==> src/sv/tpd_pkg.sv <==
// Shared constants, types and codes for the threshold pulse discriminator.
package tpd_pkg;

   // Waveform length sets the internal index width; reported indices keep 10 bits.
   localparam int WaveLength = 1024;
   localparam int IdxW       = $clog2(WaveLength);
   localparam int MinLenW    = 10;
   localparam int SumW       = ((IdxW > MinLenW) ? IdxW : MinLenW) + 1;

   localparam int SampleW = 16;
   localparam int OutIdxW = 10;
   localparam int CountW  = 10;
   localparam int FirstW  = 11;

   localparam logic [CountW-1:0]  CountMax   = {CountW{1'b1}};
   localparam logic [FirstW-1:0]  FirstNone  = {FirstW{1'b1}};
   localparam logic [IdxW-1:0]    IdxLast    = IdxW'(WaveLength - 1);

   // Configuration port.
   localparam int CsrIdxW  = 2;
   localparam int CsrDataW = 16;
   localparam logic [CsrIdxW-1:0] CsrThreshold = 2'd0;
   localparam logic [CsrIdxW-1:0] CsrMinLength = 2'd1;

   localparam logic [SampleW-1:0] ThresholdReset = 16'd26214;
   localparam logic [MinLenW-1:0] MinLengthReset = 10'd7;

   // Result kinds.
   localparam logic KindPulse   = 1'b0;
   localparam logic KindSummary = 1'b1;

   // Result queue.
   localparam int FifoDepth = 4;
   localparam int FifoPtrW  = $clog2(FifoDepth);
   localparam int FifoCntW  = FifoPtrW + 1;

   typedef struct packed {
      logic                     kind;
      logic [OutIdxW-1:0]       start_index;
      logic [CountW-1:0]        pulse_count;
      logic signed [FirstW-1:0] first_start;
      logic                     done_res;
   } rsp_type;

endpackage

==> src/sv/tpd_req_if.sv <==
// Request channel: one digitizer sample with its end-of-waveform flag.
interface tpd_req_if;
   import tpd_pkg::*;

   logic               valid;
   logic               ready;
   logic [SampleW-1:0] sample;
   logic               last;

   modport source (output valid, output sample, output last, input ready);
   modport sink   (input valid, input sample, input last, output ready);
endinterface

==> src/sv/tpd_rsp_if.sv <==
// Result channel: counted pulse starts and end-of-waveform summaries.
interface tpd_rsp_if;
   import tpd_pkg::*;

   logic                     valid;
   logic                     ready;
   logic                     kind;
   logic [OutIdxW-1:0]       start_index;
   logic [CountW-1:0]        pulse_count;
   logic signed [FirstW-1:0] first_start;
   logic                     done_res;

   modport source (output valid, output kind, output start_index, output pulse_count,
                   output first_start, output done_res, input ready);
   modport sink   (input valid, input kind, input start_index, input pulse_count,
                   input first_start, input done_res, output ready);
endinterface

==> src/sv/threshold_pulse_discriminator.sv <==
// Threshold pulse discriminator top level: input register, pulse logic, result queue.
// Flow: an accepted request waits in the input register until the queue has room, is
//   then evaluated, and its pulse result enters the queue ahead of any summary.
// Throughput: one request per cycle; the four-entry result queue drains one result per
//   cycle, and a request is evaluated only when two queue entries are free.
// Reset (synchronous, active high): empties the queue and input register, clears the
//   waveform state, and returns threshold to 26214 and min_length to 7.
module threshold_pulse_discriminator
   import tpd_pkg::*;
(
   input  logic                clock,
   input  logic                reset,
   tpd_req_if.sink             req_ch,
   tpd_rsp_if.source           rsp_ch,
   input  logic                csr_we,
   input  logic [CsrIdxW-1:0]  csr_index,
   input  logic [CsrDataW-1:0] csr_wdata
);

   // Configuration registers.
   logic [SampleW-1:0] threshold_ff, threshold_in;
   logic [MinLenW-1:0] min_length_ff, min_length_in;

   // Input register.
   logic               in_valid_ff, in_valid_in;
   logic [SampleW-1:0] in_sample_ff, in_sample_in;
   logic               in_last_ff, in_last_in;

   // Waveform state.
   logic               pulse_active_ff, pulse_active_in;
   logic [IdxW-1:0]    pulse_begin_ff, pulse_begin_in;
   logic [IdxW-1:0]    sample_index_ff, sample_index_in;
   logic [CountW-1:0]  counted_ff, counted_in;
   logic [FirstW-1:0]  earliest_ff, earliest_in;

   // Result queue.
   rsp_type               fifo_ff [FifoDepth];
   rsp_type               fifo_in [FifoDepth];
   logic [FifoPtrW-1:0]   wr_ptr_ff, wr_ptr_in;
   logic [FifoPtrW-1:0]   rd_ptr_ff, rd_ptr_in;
   logic [FifoCntW-1:0]   fifo_count_ff, fifo_count_in;

   logic          process;
   logic          pop;
   logic          below;
   logic          above;
   logic          close;
   logic          count_pulse;
   logic [SumW-1:0] begin_plus_len;
   logic [CountW-1:0] counted_upd;
   logic [FirstW-1:0] earliest_upd;
   rsp_type       pulse_res;
   rsp_type       summary_res;
   logic          push_pulse;
   logic          push_summary;

   // Evaluate the held request only when the queue can take both possible results.
   assign process = in_valid_ff && (fifo_count_ff <= FifoCntW'(FifoDepth - 2));
   assign req_ch.ready = !in_valid_ff || process;
   assign pop = rsp_ch.valid && rsp_ch.ready;

   // ---- Configuration writes; unknown indices drop silently ----
   always_comb begin
      threshold_in  = threshold_ff;
      min_length_in = min_length_ff;
      if (csr_we) begin
         if (csr_index == CsrThreshold) begin
            threshold_in = csr_wdata[SampleW-1:0];
         end else if (csr_index == CsrMinLength) begin
            min_length_in = csr_wdata[MinLenW-1:0];
         end
      end
   end

   // ---- Input register: load on accept, drop once evaluated ----
   always_comb begin
      in_valid_in  = in_valid_ff;
      in_sample_in = in_sample_ff;
      in_last_in   = in_last_ff;
      if (req_ch.valid && req_ch.ready) begin
         in_valid_in  = 1'b1;
         in_sample_in = req_ch.sample;
         in_last_in   = req_ch.last;
      end else if (process) begin
         in_valid_in = 1'b0;
      end
   end

   // ---- Pulse logic ----
   // A sample equal to the threshold neither opens nor closes a pulse.
   assign below = in_sample_ff < threshold_ff;
   assign above = in_sample_ff > threshold_ff;
   assign close = above && pulse_active_ff;

   // Count the pulse when it lasted more than min_length samples.
   assign begin_plus_len = SumW'(pulse_begin_ff) + SumW'(min_length_ff);
   assign count_pulse    = close && (begin_plus_len < SumW'(sample_index_ff));

   // Saturate the count; latch the first counted start.
   assign counted_upd  = (count_pulse && counted_ff != CountMax) ?
                         counted_ff + CountW'(1) : counted_ff;
   assign earliest_upd = (count_pulse && earliest_ff == FirstNone) ?
                         {1'b0, OutIdxW'(pulse_begin_ff)} : earliest_ff;

   always_comb begin
      pulse_res.kind        = KindPulse;
      pulse_res.start_index = OutIdxW'(pulse_begin_ff);
      pulse_res.pulse_count = counted_upd;
      pulse_res.first_start = earliest_upd;
      pulse_res.done_res    = !in_last_ff;

      summary_res.kind        = KindSummary;
      summary_res.start_index = '0;
      summary_res.pulse_count = counted_upd;
      summary_res.first_start = earliest_upd;
      summary_res.done_res    = 1'b1;
   end

   always_comb begin
      pulse_active_in = pulse_active_ff;
      pulse_begin_in  = pulse_begin_ff;
      sample_index_in = sample_index_ff;
      counted_in      = counted_ff;
      earliest_in     = earliest_ff;
      if (process) begin
         if (below && !pulse_active_ff) begin
            pulse_active_in = 1'b1;
            pulse_begin_in  = sample_index_ff;
         end
         if (close) begin
            pulse_active_in = 1'b0;
         end
         counted_in  = counted_upd;
         earliest_in = earliest_upd;
         if (in_last_ff) begin
            // Clear for the next waveform; an open pulse is dropped.
            pulse_active_in = 1'b0;
            pulse_begin_in  = '0;
            sample_index_in = '0;
            counted_in      = '0;
            earliest_in     = FirstNone;
         end else if (sample_index_ff != IdxLast) begin
            // Hold the index at the end of an overlong waveform.
            sample_index_in = sample_index_ff + IdxW'(1);
         end
      end
   end

   // ---- Result queue: up to two pushes and one pop per cycle ----
   assign push_pulse   = process && count_pulse;
   assign push_summary = process && in_last_ff;

   always_comb begin
      fifo_in   = fifo_ff;
      wr_ptr_in = wr_ptr_ff;
      if (push_pulse) begin
         fifo_in[wr_ptr_in] = pulse_res;
         wr_ptr_in          = wr_ptr_in + FifoPtrW'(1);
      end
      if (push_summary) begin
         fifo_in[wr_ptr_in] = summary_res;
         wr_ptr_in          = wr_ptr_in + FifoPtrW'(1);
      end
      rd_ptr_in     = pop ? rd_ptr_ff + FifoPtrW'(1) : rd_ptr_ff;
      fifo_count_in = fifo_count_ff + FifoCntW'(push_pulse) + FifoCntW'(push_summary)
                      - FifoCntW'(pop);
   end

   assign rsp_ch.valid       = fifo_count_ff != '0;
   assign rsp_ch.kind        = fifo_ff[rd_ptr_ff].kind;
   assign rsp_ch.start_index = fifo_ff[rd_ptr_ff].start_index;
   assign rsp_ch.pulse_count = fifo_ff[rd_ptr_ff].pulse_count;
   assign rsp_ch.first_start = fifo_ff[rd_ptr_ff].first_start;
   assign rsp_ch.done_res    = fifo_ff[rd_ptr_ff].done_res;

   // ---- Registers ----
   always_ff @(posedge clock) begin
      if (reset) begin
         threshold_ff    <= ThresholdReset;
         min_length_ff   <= MinLengthReset;
         in_valid_ff     <= 1'b0;
         pulse_active_ff <= 1'b0;
         pulse_begin_ff  <= '0;
         sample_index_ff <= '0;
         counted_ff      <= '0;
         earliest_ff     <= FirstNone;
         wr_ptr_ff       <= '0;
         rd_ptr_ff       <= '0;
         fifo_count_ff   <= '0;
      end else begin
         threshold_ff    <= threshold_in;
         min_length_ff   <= min_length_in;
         in_valid_ff     <= in_valid_in;
         pulse_active_ff <= pulse_active_in;
         pulse_begin_ff  <= pulse_begin_in;
         sample_index_ff <= sample_index_in;
         counted_ff      <= counted_in;
         earliest_ff     <= earliest_in;
         wr_ptr_ff       <= wr_ptr_in;
         rd_ptr_ff       <= rd_ptr_in;
         fifo_count_ff   <= fifo_count_in;
      end
   end

   // Payload registers carry no reset.
   always_ff @(posedge clock) begin
      in_sample_ff <= in_sample_in;
      in_last_ff   <= in_last_in;
      fifo_ff      <= fifo_in;
   end

   // ---- Assertions ----
   a_queue_bound: assert property (@(posedge clock) disable iff (reset)
      fifo_count_ff <= FifoCntW'(FifoDepth))
      else $error("result queue overfilled");

   a_room_on_process: assert property (@(posedge clock) disable iff (reset)
      process |-> fifo_count_ff <= FifoCntW'(FifoDepth - 2))
      else $error("request evaluated without room for two results");

   a_clear_after_last: assert property (@(posedge clock) disable iff (reset)
      (process && in_last_ff) |=> (sample_index_ff == '0 && !pulse_active_ff
                                   && counted_ff == '0 && earliest_ff == FirstNone))
      else $error("waveform state not cleared after last sample");

   a_summary_done: assert property (@(posedge clock) disable iff (reset)
      (rsp_ch.valid && rsp_ch.kind == KindSummary) |-> rsp_ch.done_res)
      else $error("summary result without done flag");

   a_ptr_gap: assert property (@(posedge clock) disable iff (reset)
      FifoPtrW'(wr_ptr_ff - rd_ptr_ff) == fifo_count_ff[FifoPtrW-1:0])
      else $error("queue pointers disagree with count");

endmodule
==> src/flat_wrapper.sv <==
// flat-port wrapper written by rule: the top's interface ports become plain ports
module threshold_pulse_discriminator_flat import tpd_pkg::*;
  (clock, reset, csr_we, csr_index, csr_wdata, req_ch_valid, req_ch_sample, req_ch_last, req_ch_ready, rsp_ch_valid, rsp_ch_kind, rsp_ch_start_index, rsp_ch_pulse_count, rsp_ch_first_start, rsp_ch_done_res, rsp_ch_ready);
  tpd_req_if req_ch_i ();
  tpd_rsp_if rsp_ch_i ();
  input  logic clock;
  input  logic reset;
  input  logic csr_we;
  input  logic [CsrIdxW-1:0] csr_index;
  input  logic [CsrDataW-1:0] csr_wdata;
  input wire logic [$bits(req_ch_i.valid)-1:0] req_ch_valid;
  input wire logic [$bits(req_ch_i.sample)-1:0] req_ch_sample;
  input wire logic [$bits(req_ch_i.last)-1:0] req_ch_last;
  output wire logic [$bits(req_ch_i.ready)-1:0] req_ch_ready;
  output wire logic [$bits(rsp_ch_i.valid)-1:0] rsp_ch_valid;
  output wire logic [$bits(rsp_ch_i.kind)-1:0] rsp_ch_kind;
  output wire logic [$bits(rsp_ch_i.start_index)-1:0] rsp_ch_start_index;
  output wire logic [$bits(rsp_ch_i.pulse_count)-1:0] rsp_ch_pulse_count;
  output wire logic [$bits(rsp_ch_i.first_start)-1:0] rsp_ch_first_start;
  output wire logic [$bits(rsp_ch_i.done_res)-1:0] rsp_ch_done_res;
  input wire logic [$bits(rsp_ch_i.ready)-1:0] rsp_ch_ready;
  assign req_ch_i.valid = req_ch_valid;
  assign req_ch_i.sample = req_ch_sample;
  assign req_ch_i.last = req_ch_last;
  assign req_ch_ready = req_ch_i.ready;
  assign rsp_ch_valid = rsp_ch_i.valid;
  assign rsp_ch_kind = rsp_ch_i.kind;
  assign rsp_ch_start_index = rsp_ch_i.start_index;
  assign rsp_ch_pulse_count = rsp_ch_i.pulse_count;
  assign rsp_ch_first_start = rsp_ch_i.first_start;
  assign rsp_ch_done_res = rsp_ch_i.done_res;
  assign rsp_ch_i.ready = rsp_ch_ready;
  threshold_pulse_discriminator u_core (.clock(clock), .reset(reset), .req_ch(req_ch_i), .rsp_ch(rsp_ch_i), .csr_we(csr_we), .csr_index(csr_index), .csr_wdata(csr_wdata));
endmodule
==> config.mk <==
export PLATFORM = sky130hd
export DESIGN_NAME = threshold_pulse_discriminator_flat
export DESIGN_NICKNAME = d
export VERILOG_FILES = /design/src/sv/tpd_pkg.sv /design/src/sv/tpd_req_if.sv /design/src/sv/tpd_rsp_if.sv /design/src/sv/threshold_pulse_discriminator.sv /design/src/flat_wrapper.sv
export SDC_FILE = /design/constraint.sdc
export NUM_CORES = 1
export LEC_CHECK = 0
export ABC_CLOCK_PERIOD_IN_PS = 11600
export BUFFER_PORTS_ARGS = -buffer_cell sky130_fd_sc_hd__buf_2
export CORE_AREA = 2 2 148 150
export CTS_BUF_LIST = sky130_fd_sc_hd__clkbuf_2
export DETAILED_ROUTE_END_ITERATION = 10
export DIE_AREA = 0 0 150 152
export PLACE_DENSITY = 0.69
export SETUP_SLACK_MARGIN = 0.05
export SLEW_MARGIN = 10
export SYNTH_ARGS = -nofsm -noshare
export SYNTH_HDL_FRONTEND = slang
export SYNTH_SLANG_ARGS = --single-unit
export TNS_END_PERCENT = 5
==> constraint.sdc <==
create_clock -name clock -period 11.6 [get_ports clock]
set_input_delay 1.16 -clock clock [delete_from_list [all_inputs] [get_ports clock]]
set_output_delay 1.16 -clock clock [all_outputs]
set_load 0.01 [all_outputs]
# Word-level counts from Yosys, hierarchy flattened
# Index checks and enable logic that the tools add are counted.
[totals] wordCells=112 latch_bits=0 ramBits=0 mem_bits_ro=0 n_memories=0 input_bits=40 output_inout_bits=35 reg_bits=225
[op_classes] shifts=0 mux=26 magnitude_cmp=9 div_mod_pow=0 n_mul=0 bitwise_logic=4 n_eq_ne=4 n_addsub=9 reduce_logical=27
[ops] op="bitwise mux 132 bit" n=2
[ops] op="two-way mux 132 bit" n=2
[ops] op="demux 33 bit (select 2 bit)" n=2
[ops] op="two-way mux 33 bit" n=4
[ops] op="binary-select mux 33 bit (select 2 bit)" n=1
[ops] op="two-way mux 10 bit" n=6
[ops] op="two-way mux 11 bit" n=2
[ops] op="adder 10 x 1 -> 10 bit, second input constant" n=2
[ops] op="!= test 10 bit, second input constant" n=2
[ops] op="> comparator 16 bit" n=1
[ops] op="< comparator 16 bit" n=1
[ops] op="logical AND 1 bit" n=12
[ops] op="adder 10 x 10 -> 11 bit" n=1
[ops] op="== test 11 bit, second input constant" n=1
[ops] op="< comparator 11 x 10 -> 1 bit" n=1
[ops] op="greater-or-equal comparator 3 bit, second input constant" n=3
[ops] op="inverter 2 -> 3 bit" n=3
[ops] op="AND reduction 2 bit" n=4
[ops] op="adder 2 x 1 -> 2 bit, second input constant" n=3
[ops] op="adder 3 x 1 -> 3 bit" n=2
[ops] op="< comparator 3 x 1 -> 1 bit, second input constant" n=2
[ops] op="nonzero test 2 bit" n=3
[ops] op="nonzero test 3 bit" n=2
[ops] op="two-way mux 1 bit" n=5
[ops] op="other kinds (9)" n=12

# Longest topological paths before layout
[depth] word_depth=12 depth_mapped=28 ltp_nobuf=23

# Worst setup path before layout
# Ideal clock, no wire load.
[synth_path] path_type="register to register" startpoint="register u_core.pulse_begin_ff[0]" endpoint="register u_core.fifo_count_ff[2]" n_path_buf=3 synth_period_minus_slack_ns=4.946 slack_ns=6.654 setup_ns=0.128 arrival_ns=4.819 stages_incl_launch_ff=25 t_required_ns=11.472 path_cell_list="dfxtp_1 > ha_1 > fa_1 > a21o_1 > a21oi_1 > o31ai_1 > a21o_1 > a21oi_1 > xnor2_1 > ha_1 > a211oi_1 > o21ai_0 > a21oi_1 > o21bai_1 > nor4_4 > buf_6 > buf_6 > buf_4 > inv_1 > ha_1 > inv_1 > fa_1 > fa_1 > xor2_1 > nor2_1"
[synth_via] elab_chain_len=7
[synth_lines] element="start, declared" line="threshold_pulse_discriminator.sv:31" source="logic [IdxW-1:0] pulse_begin_ff, pulse_begin_in;"
[synth_lines] element="start signal, assigned" line="threshold_pulse_discriminator.sv:195" source="pulse_begin_ff <= pulse_begin_in;"
[synth_lines] element="adder 10 x 10 -> 11 bit" line="threshold_pulse_discriminator.sv:96" source="assign begin_plus_len = SumW'(pulse_begin_ff) + SumW'(min_length_ff);"
[synth_lines] element="< comparator 11 x 10 -> 1 bit" line="threshold_pulse_discriminator.sv:97" source="assign count_pulse = close && (begin_plus_len < SumW'(sample_index_ff));"
[synth_lines] element="logical AND 1 bit" line="threshold_pulse_discriminator.sv:97"
[synth_lines] element="logical AND 1 bit" line="threshold_pulse_discriminator.sv:150" source="assign push_pulse = process && count_pulse;"
[synth_lines] element="adder 3 x 1 -> 3 bit (2 in a row)" line="threshold_pulse_discriminator.sv:165" source="fifo_count_in = fifo_count_ff + FifoCntW'(push_pulse) + FifoCntW'(push_summary)"
[synth_lines] element="subtractor 3 x 1 -> 3 bit" line="threshold_pulse_discriminator.sv:166" source="- FifoCntW'(pop);"
[synth_lines] element="end signal, assigned" line="threshold_pulse_discriminator.sv:201" source="fifo_count_ff <= fifo_count_in;"
[synth_lines] element="end, declared" line="threshold_pulse_discriminator.sv:41" source="logic [FifoCntW-1:0] fifo_count_ff, fifo_count_in;"
# No other way between the ends.
# A chain may end at the register's enable or synchronous reset.

==> results.sh <==
export IMPL_status="finished clean"
export IMPL_dp_cells=1362
export IMPL_tns_ns=0
export IMPL_arrival_ns=6.93
export IMPL_synthTopCellsByCount="208 x dfxtp_1, 149 x nand2_1, 129 x nor2_1"
export IMPL_htreeDepth=2
export IMPL_async_flop_share=0
export IMPL_clk_pin_slew_worst_paths_ns=0.09
export IMPL_endpoint_kind="flop"
export IMPL_synth_seq_cells=225
export IMPL_ctsResizeCount=0
export IMPL_clkSinkCount=225
export IMPL_synth_most_common_cell="dfxtp_1"
export IMPL_crit_fanout=57
export IMPL_drc=0
export IMPL_yosysWarnings=0
export IMPL_r2r_cells=21
export IMPL_initial_utilization=0.472
export IMPL_cts_tree="yes"
export IMPL_fin_skew_ns=0.0366
export IMPL_die_y_um=152
export IMPL_r2r_end="u_core.fifo_ff[85]"
export IMPL_drive_above_1_share=0.203
export IMPL_num_nets_final=1232
export IMPL_ctsHoldBuffers=0
export IMPL_hold_violations=0
export IMPL_ios=75
export IMPL_viasPerCell=5.37
export IMPL_via_count=7835
export IMPL_synth_edf_count=17
export IMPL_p_leak_nw=4.60
export IMPL_antenna_left=0
export IMPL_hold_class="flop to flop"
export IMPL_hold_path_cell_count=2
export IMPL_rrSetupSlack_ns=5.38
export IMPL_relSlewSlack=0.317
export IMPL_synth_nets=1154
export IMPL_final_cells=1458
export IMPL_totalWireLength_um=23100
export IMPL_synth_area_leaders="dfxtp_1 41%, mux4_2 7.4%, ha_1 5.8%"
export IMPL_drt_iter0_drc=389
export IMPL_netlist_area_um2=10100
export IMPL_rr_startpoint="u_core.pulse_begin_ff[0]"
export IMPL_cts_made_buffers=58
export IMPL_rows=54
export IMPL_setup_ws_ns=5.38
export IMPL_post_route_min_period_ns=6.22
export IMPL_gp_congestion=0.875
export IMPL_die_w_um=150
export IMPL_wl_per_cell_um=15.8
export IMPL_holdPathEnd="u_core.fifo_ff[76]"
export IMPL_slew_violations=0
export IMPL_cts_root_buf="clkbuf_2"
export IMPL_synth_top_flop_cell="dfxtp_1"
export IMPL_dieArea_um2=22800
export IMPL_clock_path_buffers=3
export IMPL_postSynthCellCount=1064
export IMPL_max_slew_worst_pin_slew_ns=1.02
export IMPL_yosysTopAreaCellShare=0.414
export IMPL_hold_slack_ns=0.451
export IMPL_yosysTopAreaCell="dfxtp_1"
export IMPL_core_area_um2=21400
export IMPL_post_cts_setup_buffer_count=0
export IMPL_fmax_mhz=161
export IMPL_vdd_drop_max_v=0.0000708
export IMPL_area_growth_pct=9.42
export IMPL_final_util=0.516
export IMPL_powerDensity_nw_per_um2=172
export IMPL_pre_cts_ws_ns=5.40
export IMPL_maxCapViolCount=0
export IMPL_fin_crit_sh=0.536
export IMPL_cp_start_kind="flop"
export IMPL_synth_cell_type_count=55
export IMPL_drtPass1Iterations=7
export IMPL_crit_required_ns=12.31
export IMPL_syn_avg_cell_area_um2=9.46
export IMPL_setup_viol=0
export IMPL_ys_seq_area_frac=0.464
export IMPL_worstHoldStart="u_core.fifo_ff[76]"
export IMPL_grt_max_degree=58
export IMPL_antenna_found_initial=1
export IMPL_grt_pass1_wl_um=37800
export IMPL_grt_pass1_vias=7775
export IMPL_dp_hpwl_um=15800
export IMPL_clk_latency_ns=0.84
export IMPL_overflow=0
export IMPL_rsz0062_at_grt="no"
export IMPL_grt_use_total=0.205
export IMPL_crit_type="flop to flop"
export IMPL_portBuffers=74
==> critical path: stages, from the launching register on <==
cell	delay (ns)
dfxtp_1	0.40
ha_1	0.26
fa_1	0.41
a21o_1	0.17
a21oi_1	0.21
o31ai_1	0.15
a21o_1	0.20
a21oi_1	0.17
xnor2_1	0.14
ha_1	0.26
a211oi_1	0.22
o21ai_0	0.11
a21oi_1	0.17
o21bai_1	0.20
nor4_4	0.24
buf_4	0.51
nor2_1	0.08
a21oi_1	0.29
ha_1	0.20
and3_1	0.52
a21o_1	0.77
mux2_2	0.43
==> state kept, by name, summed over array words and instances, names as in the netlist, 3 cells and up <==
signal                  cells
u_core.min_length_ff       10
u_core.fifo_count_ff        3
u_core.sample_index_ff     10
u_core.earliest_ff         11
u_core.in_sample_ff        16
u_core.fifo_ff            132
u_core.threshold_ff        16
u_core.pulse_begin_ff      10
u_core.counted_ff          10
==> stage by stage <==
stage          power (mW)  instance area (um^2)
5_1_grt              2.02                 11000
3_3_place_gp         1.39                 10500
6_report             1.90                 11000
4_1_cts              1.93                 11000
2_1_floorplan        1.28                 10100
3_5_place_dp         1.41                 10500
==> final cells by class <==
| type | count | area [um^2] |
|---|---|---|
| clock inverters | 13 | 75.1 |
| diodes | 1 | 2.50 |
| repair buffers | 83 | 438 |
| fillers | 2024 | 10300 |
| well taps | 280 | 350 |
| flip-flops and latches | 225 | 4680 |
| inverters | 44 | 165 |
| multi-input cells | 730 | 4900 |
| clock buffers | 82 | 410 |
==> worst max-delay path by stage <==
stage                                   startpoint                      end  slack [ns]  cells after the start
final                     u_core.pulse_begin_ff[0]       u_core.fifo_ff[85]        5.38                     21
after global placement    u_core.pulse_begin_ff[0]       u_core.fifo_ff[85]        5.53                     21
after detailed placement  u_core.pulse_begin_ff[0]       u_core.fifo_ff[85]        5.40                     21
after floorplan           u_core.pulse_begin_ff[0]  u_core.fifo_count_ff[2]        6.65                     24
after CTS                 u_core.pulse_begin_ff[0]       u_core.fifo_ff[85]        5.39                     21
after global routing      u_core.pulse_begin_ff[0]       u_core.fifo_ff[85]        4.85                     21
==> cells by family (layout without fill, tap and decap cells) <==
family / count (synthesis) / in the layout / synth area share
simple gates: 381 / 381 / 0.165
flops: 225 / 225 / 0.464
compound gates: 207 / 207 / 0.124
buf+inv: 109 / 222 / 0.0502
mux: 65 / 65 / 0.108
fa+ha+maj: 50 / 50 / 0.0644
xor+xnor: 27 / 27 / 0.0242
other cells: 0 / 1 / 0
==> routing by layer <==
metal / up-vias / track usage / share of wire
met3: 50 / 0.0405 / 0.052
met1: 3663 / 0.263 / 0.45
li1: 3914 / - / -
met4: 0 / 0.0669 / 0.020
met2: 208 / 0.346 / 0.48
met5: - / 0 / 0
==> cells in the final DEF, fill, tap and decap left out, types with 17 or more instances in the layout <==
| cell | count |
|---|---|
| a21oi_1 | 106 |
| buf_2 | 74 |
| clkbuf_2 | 82 |
| dfxtp_1 | 207 |
| edfxtp_1 | 17 |
| ha_1 | 47 |
| inv_1 | 43 |
| mux2_2 | 20 |
| mux4_2 | 33 |
| nand2_1 | 149 |
| nand3_1 | 51 |
| nor2_1 | 129 |
| o21ai_0 | 23 |
| xnor2_1 | 18 |
==> power by group <==
group          leakage [nW]  switching, mW  internal [mW]  total [mW]
Sequential             1.86         0.0576          0.895       0.952
Combinational          2.36          0.227          0.205       0.433
Clock                 0.379          0.307          0.209       0.516
Total                  4.60          0.592           1.31        1.90
No activity file was read; power rests on OpenSTA's default activity.
